$ cat config.mk
export PLATFORM = sky130hd
export DESIGN_NAME = spindle_run_control_pwm_map_flat
export DESIGN_NICKNAME = d
export VERILOG_FILES = /design/src/design/sprc_pkg.sv /design/src/design/sprc_cmd_if.sv /design/src/design/sprc_res_if.sv /design/src/design/sprc_cfg_if.sv /design/src/design/sprc_ctrl.sv /design/src/design/sprc_datapath.sv /design/src/design/spindle_run_control_pwm_map.sv /design/src/flat_wrapper.sv
export SDC_FILE = /design/constraint.sdc
export NUM_CORES = 2
export LEC_CHECK = 0
export BUFFER_PORTS_ARGS = -buffer_cell sky130_fd_sc_hd__buf_2
export CAP_MARGIN = 40
export CORE_MARGIN = 2
export CORE_UTILIZATION = 30
export CTS_CLUSTER_SIZE = 25
export DETAILED_ROUTE_END_ITERATION = 16
export SLEW_MARGIN = 25
export SYNTH_ARGS = -nofsm -noshare
export SYNTH_HDL_FRONTEND = slang
export SYNTH_HIERARCHICAL = 1
export SYNTH_SLANG_ARGS = --single-unit
export TNS_END_PERCENT = 100
$ cat constraint.sdc
create_clock -name clk -period 10.9 [get_ports clk]
set_clock_uncertainty 0.1 [all_clocks]
set_input_delay 0.545 -clock clk [delete_from_list [all_inputs] [get_ports clk]]
set_output_delay 0.545 -clock clk [all_outputs]
set_load 0.02 [all_outputs]
$ cat src/design/sprc_pkg.sv
`timescale 1ns / 1ps

package sprc_pkg;

  localparam int SPEED_BITS_DEF = 16;
  localparam int PHASE_BITS_DEF = 16;

  // Width of the register index on the configuration channel.
  localparam int CFG_INDEX_BITS = 3;

  // Bit of the run mode that marks the spindle as turning.
  localparam int RUN_ON_BIT = 0;

  localparam logic [1:0] RUN_OFF    = 2'd0;
  localparam logic [1:0] RUN_ON     = 2'd1;
  localparam logic [1:0] RUN_PAUSED = 2'd2;

  typedef enum logic [2:0] {
    FN_SPEED   = 3'd0,
    FN_OFF     = 3'd1,
    FN_ON_CW   = 3'd2,
    FN_ON_CCW  = 3'd3,
    FN_PAUSE   = 3'd4,
    FN_RESUME  = 3'd5,
    FN_RESET   = 3'd6,
    FN_SET_DIR = 3'd7
  } func_t;

  typedef enum logic [CFG_INDEX_BITS-1:0] {
    CFG_CW_SPEED  = 3'd0,
    CFG_CW_PHASE  = 3'd1,
    CFG_CCW_SPEED = 3'd2,
    CFG_CCW_PHASE = 3'd3,
    CFG_OFF_PHASE = 3'd4,
    CFG_EN_HIGH   = 3'd5,
    CFG_CW_HIGH   = 3'd6
  } cfg_idx_t;

  // Strobes from the controller to the datapath.
  typedef struct packed {
    logic apply;
    logic prep;
    logic mul;
    logic div_start;
    logic div_step;
    logic load_out;
  } ctl_cmd_t;

  // Status from the datapath back to the controller.
  typedef struct packed {
    logic div_last;
  } ctl_status_t;

endpackage

$ cat src/design/sprc_cmd_if.sv
`timescale 1ns / 1ps

interface sprc_cmd_if #(
  parameter int SPEED_BITS = 16
);
  logic                  valid;
  logic                  ready;
  logic [2:0]            func;
  logic [SPEED_BITS-1:0] speed_rpm;
  logic                  direction_sel;
  logic                  pause_option;
  logic [15:0]           dwell_tenths;

  modport source (
    output valid, func, speed_rpm, direction_sel, pause_option, dwell_tenths,
    input  ready
  );

  modport sink (
    input  valid, func, speed_rpm, direction_sel, pause_option, dwell_tenths,
    output ready
  );
endinterface

$ cat src/design/sprc_res_if.sv
`timescale 1ns / 1ps

interface sprc_res_if #(
  parameter int SPEED_BITS = 16,
  parameter int PHASE_BITS = 16
);
  logic                  valid;
  logic                  ready;
  logic [PHASE_BITS-1:0] duty;
  logic                  enable_pin;
  logic                  direction_pin;
  logic [1:0]            run_state;
  logic                  direction_now;
  logic [SPEED_BITS-1:0] stored_speed;
  logic                  dwell_request;
  logic [15:0]           dwell_out;

  modport source (
    output valid, duty, enable_pin, direction_pin, run_state, direction_now,
           stored_speed, dwell_request, dwell_out,
    input  ready
  );

  modport sink (
    input  valid, duty, enable_pin, direction_pin, run_state, direction_now,
           stored_speed, dwell_request, dwell_out,
    output ready
  );
endinterface

$ cat src/design/sprc_cfg_if.sv
`timescale 1ns / 1ps

interface sprc_cfg_if #(
  parameter int INDEX_BITS = 3,
  parameter int DATA_BITS  = 32
);
  logic                  valid;
  logic                  ready;
  logic [INDEX_BITS-1:0] index;
  logic [DATA_BITS-1:0]  data;

  modport source (
    output valid, index, data,
    input  ready
  );

  modport sink (
    input  valid, index, data,
    output ready
  );
endinterface

$ cat src/design/sprc_ctrl.sv
`timescale 1ns / 1ps

module sprc_ctrl
  import sprc_pkg::*;
(
  input  logic        clk,
  input  logic        rst,
  input  logic        in_valid,
  output logic        in_ready,
  output logic        out_valid,
  input  logic        out_ready,
  output ctl_cmd_t    ctl,
  input  ctl_status_t status
);

  typedef enum logic [2:0] {
    ST_IDLE,
    ST_PREP,
    ST_MUL,
    ST_LOAD,
    ST_DIV,
    ST_DONE
  } state_t;

  state_t state;
  logic   out_free;

  assign in_ready = (state == ST_IDLE);
  assign out_free = !out_valid || out_ready;

  always_comb begin
    ctl           = '0;
    ctl.apply     = in_valid && (state == ST_IDLE);
    ctl.prep      = (state == ST_PREP);
    ctl.mul       = (state == ST_MUL);
    ctl.div_start = (state == ST_LOAD);
    ctl.div_step  = (state == ST_DIV);
    ctl.load_out  = (state == ST_DONE) && out_free;
  end

  always_ff @(posedge clk) begin
    if (rst) begin
      state     <= ST_IDLE;
      out_valid <= 1'b0;
    end else begin
      // In the done state a taken result is replaced by the next one.
      if (out_valid && out_ready && (state != ST_DONE)) begin
        out_valid <= 1'b0;
      end
      case (state)
        ST_IDLE: begin
          if (in_valid) begin
            state <= ST_PREP;
          end
        end
        ST_PREP: state <= ST_MUL;
        ST_MUL:  state <= ST_LOAD;
        ST_LOAD: state <= ST_DIV;
        ST_DIV: begin
          if (status.div_last) begin
            state <= ST_DONE;
          end
        end
        ST_DONE: begin
          if (out_free) begin
            out_valid <= 1'b1;
            state     <= ST_IDLE;
          end
        end
        default: state <= ST_IDLE;
      endcase
    end
  end

endmodule

$ cat src/design/sprc_datapath.sv
`timescale 1ns / 1ps

module sprc_datapath
  import sprc_pkg::*;
#(
  parameter int SPEED_BITS = SPEED_BITS_DEF,
  parameter int PHASE_BITS = PHASE_BITS_DEF,
  parameter int CFG_BITS   = 2 * SPEED_BITS_DEF
) (
  input  logic                      clk,
  input  logic                      rst,
  input  ctl_cmd_t                  ctl,
  output ctl_status_t               status,
  input  logic                      cfg_write,
  input  logic [CFG_INDEX_BITS-1:0] cfg_index,
  input  logic [CFG_BITS-1:0]       cfg_data,
  input  logic [2:0]                func,
  input  logic [SPEED_BITS-1:0]     speed_rpm,
  input  logic                      direction_sel,
  input  logic                      pause_option,
  input  logic [15:0]               dwell_tenths,
  output logic [PHASE_BITS-1:0]     duty,
  output logic                      enable_pin,
  output logic                      direction_pin,
  output logic [1:0]                run_state,
  output logic                      direction_now,
  output logic [SPEED_BITS-1:0]     stored_speed,
  output logic                      dwell_request,
  output logic [15:0]               dwell_out
);

  localparam int SB       = SPEED_BITS;
  localparam int PB       = PHASE_BITS;
  localparam int NB       = SB + PB;
  localparam int CNT_BITS = $clog2(PB);

  // Configuration registers.
  logic [2*SB-1:0] cw_spd;
  logic [2*PB-1:0] cw_ph;
  logic [2*SB-1:0] ccw_spd;
  logic [2*PB-1:0] ccw_ph;
  logic [PB-1:0]   off_ph;
  logic            en_high;
  logic            cw_high;

  // Spindle state.
  logic [1:0]      run_mode;
  logic            spin_dir;
  logic [SB-1:0]   speed;
  logic            req;
  logic [15:0]     dwell;

  // Operands captured for the duty map.
  logic [SB-1:0]   ofs_r;
  logic [SB-1:0]   den_r;
  logic [PB-1:0]   mag_r;
  logic [PB-1:0]   plo_r;
  logic [PB-1:0]   phi_r;
  logic            up_r;
  logic            eq_r;
  logic            lt_r;
  logic [NB-1:0]   prod;

  // Divider.
  logic [SB-1:0]       rem;
  logic [PB-1:0]       qsh;
  logic [CNT_BITS-1:0] cnt;

  logic [2*SB-1:0] sr;
  logic [2*PB-1:0] pr;
  logic [SB-1:0]   slo;
  logic [SB-1:0]   shi;
  logic [PB-1:0]   plo;
  logic [PB-1:0]   phi;
  logic [SB-1:0]   s_lo_cl;
  logic [SB-1:0]   s_cl;
  logic [NB-1:0]   dvd;
  logic [SB:0]     trial;
  logic            ge;
  logic [PB-1:0]   q_cl;
  logic [PB-1:0]   duty_next;

  always_comb begin
    sr      = spin_dir ? ccw_spd : cw_spd;
    pr      = spin_dir ? ccw_ph : cw_ph;
    slo     = sr[SB-1:0];
    shi     = sr[2*SB-1:SB];
    plo     = pr[PB-1:0];
    phi     = pr[2*PB-1:PB];
    s_lo_cl = (speed < slo) ? slo : speed;
    s_cl    = (s_lo_cl > shi) ? shi : s_lo_cl;
  end

  // Rounded quotient: half the divisor is added before dividing.
  assign dvd   = prod + NB'(den_r >> 1);
  assign trial = {rem, qsh[PB-1]};
  assign ge    = (trial >= {1'b0, den_r});

  always_comb begin
    q_cl = (qsh > mag_r) ? mag_r : qsh;
    if (run_mode != RUN_ON) begin
      duty_next = off_ph;
    end else if (eq_r) begin
      duty_next = plo_r;
    end else if (lt_r) begin
      duty_next = phi_r;
    end else if (up_r) begin
      duty_next = plo_r + q_cl;
    end else begin
      duty_next = plo_r - q_cl;
    end
  end

  assign status.div_last = (cnt == CNT_BITS'(PB - 1));

  always_ff @(posedge clk) begin
    if (rst) begin
      cw_spd  <= {{SB{1'b1}}, {SB{1'b0}}};
      ccw_spd <= {{SB{1'b1}}, {SB{1'b0}}};
      cw_ph   <= {{PB{1'b1}}, {PB{1'b0}}};
      ccw_ph  <= {{PB{1'b1}}, {PB{1'b0}}};
      off_ph  <= '0;
      en_high <= 1'b0;
      cw_high <= 1'b0;
    end else if (cfg_write) begin
      case (cfg_idx_t'(cfg_index))
        CFG_CW_SPEED:  cw_spd  <= cfg_data[2*SB-1:0];
        CFG_CW_PHASE:  cw_ph   <= cfg_data[2*PB-1:0];
        CFG_CCW_SPEED: ccw_spd <= cfg_data[2*SB-1:0];
        CFG_CCW_PHASE: ccw_ph  <= cfg_data[2*PB-1:0];
        CFG_OFF_PHASE: off_ph  <= cfg_data[PB-1:0];
        CFG_EN_HIGH:   en_high <= cfg_data[0];
        CFG_CW_HIGH:   cw_high <= cfg_data[0];
        default: ;
      endcase
    end
  end

  always_ff @(posedge clk) begin
    if (rst) begin
      run_mode <= RUN_OFF;
      spin_dir <= 1'b0;
      speed    <= '0;
      req      <= 1'b0;
      dwell    <= '0;
    end else if (ctl.apply) begin
      req   <= 1'b0;
      dwell <= '0;
      case (func_t'(func))
        FN_SPEED:  speed <= speed_rpm;
        FN_OFF:    run_mode <= RUN_OFF;
        FN_ON_CW: begin
          run_mode <= RUN_ON;
          spin_dir <= 1'b0;
        end
        FN_ON_CCW: begin
          run_mode <= RUN_ON;
          spin_dir <= 1'b1;
        end
        FN_PAUSE: begin
          if (pause_option && (run_mode == RUN_ON)) begin
            run_mode <= RUN_PAUSED;
          end
        end
        FN_RESUME: begin
          if (run_mode == RUN_PAUSED) begin
            run_mode <= RUN_ON;
            req      <= 1'b1;
            dwell    <= dwell_tenths;
          end
        end
        FN_RESET: begin
          speed    <= '0;
          run_mode <= RUN_OFF;
          spin_dir <= 1'b0;
        end
        FN_SET_DIR: spin_dir <= direction_sel;
        default: ;
      endcase
    end else if (ctl.prep && (run_mode == RUN_ON)) begin
      // The clamped speed is kept whenever the spindle is on.
      speed <= s_cl;
    end
  end

  always_ff @(posedge clk) begin
    if (ctl.prep) begin
      ofs_r <= s_cl - slo;
      den_r <= shi - slo;
      up_r  <= (phi >= plo);
      mag_r <= (phi >= plo) ? (phi - plo) : (plo - phi);
      plo_r <= plo;
      phi_r <= phi;
      eq_r  <= (shi == slo);
      lt_r  <= (shi < slo);
    end
    if (ctl.mul) begin
      prod <= ofs_r * mag_r;
    end
  end

  // Restoring division, one quotient bit a cycle. The upper part of the
  // dividend is known to stay below the divisor, so only PB bits remain.
  always_ff @(posedge clk) begin
    if (ctl.div_start) begin
      rem <= dvd[NB-1:PB];
      qsh <= dvd[PB-1:0];
      cnt <= '0;
    end else if (ctl.div_step) begin
      rem <= ge ? SB'(trial - {1'b0, den_r}) : trial[SB-1:0];
      qsh <= {qsh[PB-2:0], ge};
      cnt <= cnt + 1'b1;
    end
  end

  always_ff @(posedge clk) begin
    if (ctl.load_out) begin
      duty          <= duty_next;
      enable_pin    <= ~(run_mode[RUN_ON_BIT] ^ en_high);
      direction_pin <= spin_dir ^ cw_high;
      run_state     <= run_mode;
      direction_now <= spin_dir;
      stored_speed  <= speed;
      dwell_request <= req;
      dwell_out     <= dwell;
    end
  end

endmodule

$ cat src/design/spindle_run_control_pwm_map.sv
`timescale 1ns / 1ps

// Channel   Role    Signals
// cmd       sink    valid, ready, func, speed_rpm, direction_sel, pause_option, dwell_tenths
// res       source  valid, ready, duty, enable_pin, direction_pin, run_state,
//                   direction_now, stored_speed, dwell_request, dwell_out
// cfg       sink    valid, ready, index, data (register write, always ready)
//
// Each command transaction is accepted and applied to the spindle state, then
// passes through operand capture, multiplication, divider load, the bit-serial
// division and the output load. Commands are not overlapped: the next one is
// taken only after the previous transaction has left the controller's states.
// A new command is accepted once the previous result has moved to the output
// register, even while that result still waits for the sink.
// Reset is synchronous and active high; it restores the register defaults and
// leaves the spindle off, clockwise, at speed zero.

module spindle_run_control_pwm_map
  import sprc_pkg::*;
#(
  parameter int SPEED_BITS = SPEED_BITS_DEF,
  parameter int PHASE_BITS = PHASE_BITS_DEF
) (
  input  logic     clk,
  input  logic     rst,
  sprc_cmd_if.sink cmd,
  sprc_res_if.source res,
  sprc_cfg_if.sink cfg
);

  // The configuration data word is wide enough for the widest range register.
  localparam int CFG_BITS = (SPEED_BITS > PHASE_BITS) ? 2 * SPEED_BITS : 2 * PHASE_BITS;

  ctl_cmd_t    ctl;
  ctl_status_t status;
  logic        cmd_ready;
  logic        res_valid;

  // Configuration writes are taken in any cycle.
  assign cfg.ready = 1'b1;
  assign cmd.ready = cmd_ready;
  assign res.valid = res_valid;

  // The controller sequences one command through state update, operand
  // capture, multiplication and division, then loads the output register.
  sprc_ctrl u_ctrl (
    .clk       (clk),
    .rst       (rst),
    .in_valid  (cmd.valid),
    .in_ready  (cmd_ready),
    .out_valid (res_valid),
    .out_ready (res.ready),
    .ctl       (ctl),
    .status    (status)
  );

  // The datapath holds the configuration, the spindle state and the
  // duty map arithmetic together with the result register.
  sprc_datapath #(
    .SPEED_BITS (SPEED_BITS),
    .PHASE_BITS (PHASE_BITS),
    .CFG_BITS   (CFG_BITS)
  ) u_datapath (
    .clk           (clk),
    .rst           (rst),
    .ctl           (ctl),
    .status        (status),
    .cfg_write     (cfg.valid),
    .cfg_index     (cfg.index),
    .cfg_data      (cfg.data),
    .func          (cmd.func),
    .speed_rpm     (cmd.speed_rpm),
    .direction_sel (cmd.direction_sel),
    .pause_option  (cmd.pause_option),
    .dwell_tenths  (cmd.dwell_tenths),
    .duty          (res.duty),
    .enable_pin    (res.enable_pin),
    .direction_pin (res.direction_pin),
    .run_state     (res.run_state),
    .direction_now (res.direction_now),
    .stored_speed  (res.stored_speed),
    .dwell_request (res.dwell_request),
    .dwell_out     (res.dwell_out)
  );

endmodule
$ cat src/flat_wrapper.sv
// flat-port wrapper written by rule: the top's interface ports become plain ports
module spindle_run_control_pwm_map_flat import sprc_pkg::*;
#(
  parameter int SPEED_BITS = SPEED_BITS_DEF,
  parameter int PHASE_BITS = PHASE_BITS_DEF
)
  (clk, rst, cmd_valid, cmd_func, cmd_speed_rpm, cmd_direction_sel, cmd_pause_option, cmd_dwell_tenths, cmd_ready, res_valid, res_duty, res_enable_pin, res_direction_pin, res_run_state, res_direction_now, res_stored_speed, res_dwell_request, res_dwell_out, res_ready, cfg_valid, cfg_index, cfg_data, cfg_ready);
  sprc_cmd_if #(.SPEED_BITS(SPEED_BITS)) cmd_i ();
  sprc_res_if #(.SPEED_BITS(SPEED_BITS), .PHASE_BITS(PHASE_BITS)) res_i ();
  sprc_cfg_if cfg_i ();
  input  logic clk;
  input  logic rst;
  input wire logic [$bits(cmd_i.valid)-1:0] cmd_valid;
  input wire logic [$bits(cmd_i.func)-1:0] cmd_func;
  input wire logic [$bits(cmd_i.speed_rpm)-1:0] cmd_speed_rpm;
  input wire logic [$bits(cmd_i.direction_sel)-1:0] cmd_direction_sel;
  input wire logic [$bits(cmd_i.pause_option)-1:0] cmd_pause_option;
  input wire logic [$bits(cmd_i.dwell_tenths)-1:0] cmd_dwell_tenths;
  output wire logic [$bits(cmd_i.ready)-1:0] cmd_ready;
  output wire logic [$bits(res_i.valid)-1:0] res_valid;
  output wire logic [$bits(res_i.duty)-1:0] res_duty;
  output wire logic [$bits(res_i.enable_pin)-1:0] res_enable_pin;
  output wire logic [$bits(res_i.direction_pin)-1:0] res_direction_pin;
  output wire logic [$bits(res_i.run_state)-1:0] res_run_state;
  output wire logic [$bits(res_i.direction_now)-1:0] res_direction_now;
  output wire logic [$bits(res_i.stored_speed)-1:0] res_stored_speed;
  output wire logic [$bits(res_i.dwell_request)-1:0] res_dwell_request;
  output wire logic [$bits(res_i.dwell_out)-1:0] res_dwell_out;
  input wire logic [$bits(res_i.ready)-1:0] res_ready;
  input wire logic [$bits(cfg_i.valid)-1:0] cfg_valid;
  input wire logic [$bits(cfg_i.index)-1:0] cfg_index;
  input wire logic [$bits(cfg_i.data)-1:0] cfg_data;
  output wire logic [$bits(cfg_i.ready)-1:0] cfg_ready;
  assign cmd_i.valid = cmd_valid;
  assign cmd_i.func = cmd_func;
  assign cmd_i.speed_rpm = cmd_speed_rpm;
  assign cmd_i.direction_sel = cmd_direction_sel;
  assign cmd_i.pause_option = cmd_pause_option;
  assign cmd_i.dwell_tenths = cmd_dwell_tenths;
  assign cmd_ready = cmd_i.ready;
  assign res_valid = res_i.valid;
  assign res_duty = res_i.duty;
  assign res_enable_pin = res_i.enable_pin;
  assign res_direction_pin = res_i.direction_pin;
  assign res_run_state = res_i.run_state;
  assign res_direction_now = res_i.direction_now;
  assign res_stored_speed = res_i.stored_speed;
  assign res_dwell_request = res_i.dwell_request;
  assign res_dwell_out = res_i.dwell_out;
  assign res_i.ready = res_ready;
  assign cfg_i.valid = cfg_valid;
  assign cfg_i.index = cfg_index;
  assign cfg_i.data = cfg_data;
  assign cfg_ready = cfg_i.ready;
  spindle_run_control_pwm_map #(.SPEED_BITS(SPEED_BITS), .PHASE_BITS(PHASE_BITS)) u_core (.clk(clk), .rst(rst), .cmd(cmd_i), .res(res_i), .cfg(cfg_i));
endmodule
==> metrics.md <==
| Metric | Value |
|---|---|
| Wire length of the first global-routing pass | `around 140000 um` |
| Via count of the first global-routing pass | `23212` |
| Placement row count | `between 100 and 150` |
| Netlist cell types | `79` |
| FF-to-FF Start | `u_core/u_datapath/spin_dir$_SDFFE_PP0P_` |
| Max-slew headroom | `42.4%` |
| Final-report setup violation count | `0` |
| Number of filler cells placed in the layout | `10443` |
| Tightest hold margin | `0.0844 ns` |
| DRC Markers | `0` |
| Depth of the most critical reg-to-reg path | `28` |
| Part of the cycle the worst path needs | `~78%` |
| Initial antenna violation count | `2` |
| Highest-delay cell along the critical path | `buf_4` |
| Largest net degree at the start of global routing | `75` |
| Layout cells sized above 1 | `under 10%` |
| Launching element of the worst setup path | `u_core/u_datapath/spin_dir$_SDFFE_PP0P_` |
| Timing-limited maximum frequency | `0.118 GHz` |
| CTS Hold Buffers Added | `0` |
| First-pass iteration count of the detailed router | `5` |
| Cell count after placement | `approximately 4700` |
| Number of top-level pins | `around 130` |
| Number of vias per cell after detailed routing | `a little under 5` |
| Number of flops mapped to enable cells by yosys | `201` |
| Overall via count from detail_route | `about 24000` |
| Number of cells in the finished layout apart from fillers | `4821` |
| Chip Height | `between 300 and 400 um` |
| Path category of the worst min-delay check | `in2reg` |
| Global-route congestion overflow total | `0` |
| Initial DRC count | `around 2000` |
| Result of the run | `finished, final reports clean` |
| Clock sink count | `a little under 400` |
| Crit path max fanout | `41` |
| Main synth FF type | `edfxtp_1` |
| Number of hold-slack violations in the final timing report | `0` |
| Total of flip-flops plus latches after synthesis | `~390` |
| Area Growth Syn to Fin | `12.6%` |
| Clk pin slew, worst setup/hold paths | `~0.06 ns` |
| Standard cell core area | `slightly above 0.1 mm^2` |
| Die area | `0.105 mm^2` |
| Depth of the worst hold-timing path | `3` |
| Hold Startpoint | `cmd_dwell_tenths[15]` |
| # nets final | `~4000` |
| Data required time of the worst path | `roughly 11 ns` |
| Mapped Avg Cell Area | `just over 9 um^2` |
| Data arrival time of the critical path | `between 8 and 9 ns` |
| Least-Margin Pin Slew | `0.864 ns` |
| Number of input and output port buffers inserted | `132` |
| Critical path endpoint category | `flip-flop` |
| Share of the yosys chip area belonging to registers | `between 30% and 40%` |
| Startpoint type of the worst setup path | `flip-flop` |
| Total Routed Length | `approximately 89000 um` |
| Gate count after technology mapping | `3343` |
| Total half-perimeter wirelength after legalization and detailed placement | `around 67000 um` |
| Worst skew pair latency | `roughly 0.62 ns` |
| Total negative slack | `0 ns` |
| Setup repair after global routing missed its margin | `no` |
| Antenna violation net count after detailed routing | `0` |
| H-tree lvl count | `2` |
| Antenna fix cells | `0` |
| Number of gates given a new drive strength after cts | `0` |
| Async S/R FF share, synth | `0%` |
| Count of yosys warnings during synthesis | `6` |
| Number of buffers inserted during clock tree synthesis | `44` |
| Initial standard-cell utilization of the core | `between 30% and 40%` |
| Worst path max stage delay | `0.71 ns` |
| Startpoint-to-endpoint class of the critical path | `reg2reg` |
| CP most frequent cell | `o21a_1` |
| Chip width | `between 300 and 400 um` |
| Minimum clock period after layout | `8.47 ns` |
| Global placement routability congestion | `roughly 0.95` |
| Net count after synthesis | `~3900` |
| Summed instance area of the synthesized netlist | `slightly above 0.03 mm^2` |
| CTS tree | `built` |
| Max-slew violation count | `0` |
| Maximum clock path buffer count | `3` |
| Post-CTS repair timing setup buffer count | `0` |
| Drt wl/cell | `between 15 and 20 um` |
| Gr usage total | `between 10% and 20%` |
| Number of maximum-capacitance constraint violations | `0` |
| Clock root buffer | `clkbuf_16` |
==> final timing paths <==
| path | to | slack, ns |
|---|---|---|
| setup reg to reg | u_core/u_datapath/ofs_r[14]$_DFFE_PP_ | 2.43 |
| hold / removal | u_core/u_datapath/dwell[15]$_SDFFE_PP0P_ | 0.08 |
| hold reg to reg | u_core/u_datapath/dwell_out[4]$_DFFE_PP_ | 0.33 |
| setup / recovery | u_core/u_datapath/ofs_r[14]$_DFFE_PP_ | 2.43 |
==> routing by layer <==
| metal | wire length [um] | GRT usage, % | vias to the layer above | share of wire [%] |
|---|---|---|---|---|
| met2 | 41200 | 27.9 | 660 | 46 |
| li1 | - | - | 11388 | - |
| met5 | 27 | 0 | - | 0.030 |
| met1 | 40600 | 23.1 | 11577 | 46 |
| met3 | 4470 | 1.93 | 137 | 5.0 |
| met4 | 2360 | 4.58 | 4 | 2.7 |
==> cell type report <==
cell class	count	area, um^2	area share [%]
clock buffers	65	1250	3.63
clock inverters	17	238	0.690
inverters	375	1410	4.09
multi-input cells	2421	18800	54.5
flip-flops and latches	391	9840	28.6
well taps	1368	1710	4.97
repair buffers	184	1220	3.54
==> cell families after synthesis <==
group / after synthesis / share of synthesized area, %
buffers and inverters: 531 / 6.61
multiplexers: 132 / 4.45
adder cells (fa/ha/maj): 462 / 23.8
AND/OR/NAND/NOR: 1113 / 17.0
other: 1 / 0.0123
XOR/XNOR: 146 / 4.18
AO/OA/AOI/OAI: 567 / 11.8
flip-flops: 391 / 32.2
==> stage by stage <==
stage	worst slack (ns)	instance area, um^2	util, %
4_1_cts	2.54	34300	33.8
3_5_place_dp	2.66	32800	32.4
3_3_place_gp	2.80	32700	32.2
2_1_floorplan	3.15	30600	-
5_1_grt	1.89	34400	34.0
6_report	2.43	34400	34.0
==> cell usage in the layout, fill, tap and decap left out, types with 102 or more instances in the layout <==
cell type  synthesis  layout
ha_1             261     261
dfxtp_1          190     189
xnor2_1          102     102
edfxtp_1         201     201
and2_1           104     104
buf_2             12     131
a21oi_1          231     231
nand2_1          566     566
mux2i_1          104     104
nor2_1           163     162
fa_1             201     201
inv_1            373     373
==> cell usage after synthesis, types with 5 or more instances <==
library cell / number / area (um^2)
a22oi_1: 17 / 128
buf_1: 14 / 52.6
nor3b_1: 5 / 37.5
nand3_1: 34 / 170
mux2_2: 27 / 304
inv_1: 373 / 1400
a2111oi_0: 5 / 43.8
and2_1: 104 / 651
a21boi_0: 5 / 37.5
buf_2: 12 / 60.1
nor2_1: 163 / 612
clkbuf_1: 128 / 480
edfxtp_1: 201 / 6040
o21ai_0: 85 / 425
or3_1: 9 / 56.3
xor2_1: 44 / 385
a21oi_1: 231 / 1160
nor3_1: 40 / 200
o31ai_1: 10 / 75.1
nand2b_1: 21 / 131
nand3b_1: 72 / 541
fa_1: 201 / 4020
mux2i_1: 104 / 1040
a211o_1: 5 / 43.8
nor4_1: 11 / 68.8
nor2b_1: 27 / 169
and3_1: 16 / 100
xnor2_1: 102 / 893
o21a_1: 31 / 233
a31oi_1: 20 / 125
o21bai_1: 11 / 82.6
a211oi_1: 28 / 210
nand2_1: 566 / 2120
a221oi_1: 26 / 228
dfxtp_1: 190 / 3800
o211ai_1: 17 / 128
ha_1: 261 / 3270
a21o_1: 39 / 293
nand4_1: 20 / 125
and4_1: 6 / 52.6
==> worst max-delay path: cells and delay by family, from the launching register on <==
family	cells	cell delay, ns
mux	2	0.95
fa+ha+maj	3	1.09
xor+xnor	1	0.08
flops	1	0.64
compound gates	17	3.56
simple gates	2	0.27
buf+inv	3	1.45
==> registers in the layout, indices dropped and copies added (netlist names), 32 cells and up <==
name	count
u_core/u_datapath/ccw_ph	32
u_core/u_datapath/prod	32
u_core/u_datapath/cw_ph	32
u_core/u_datapath/cw_spd	32
u_core/u_datapath/ccw_spd	32
Power is left out: the tool's default activity adds up to more than one toggle a clock period on the data nets, which glitch-free logic cannot reach.
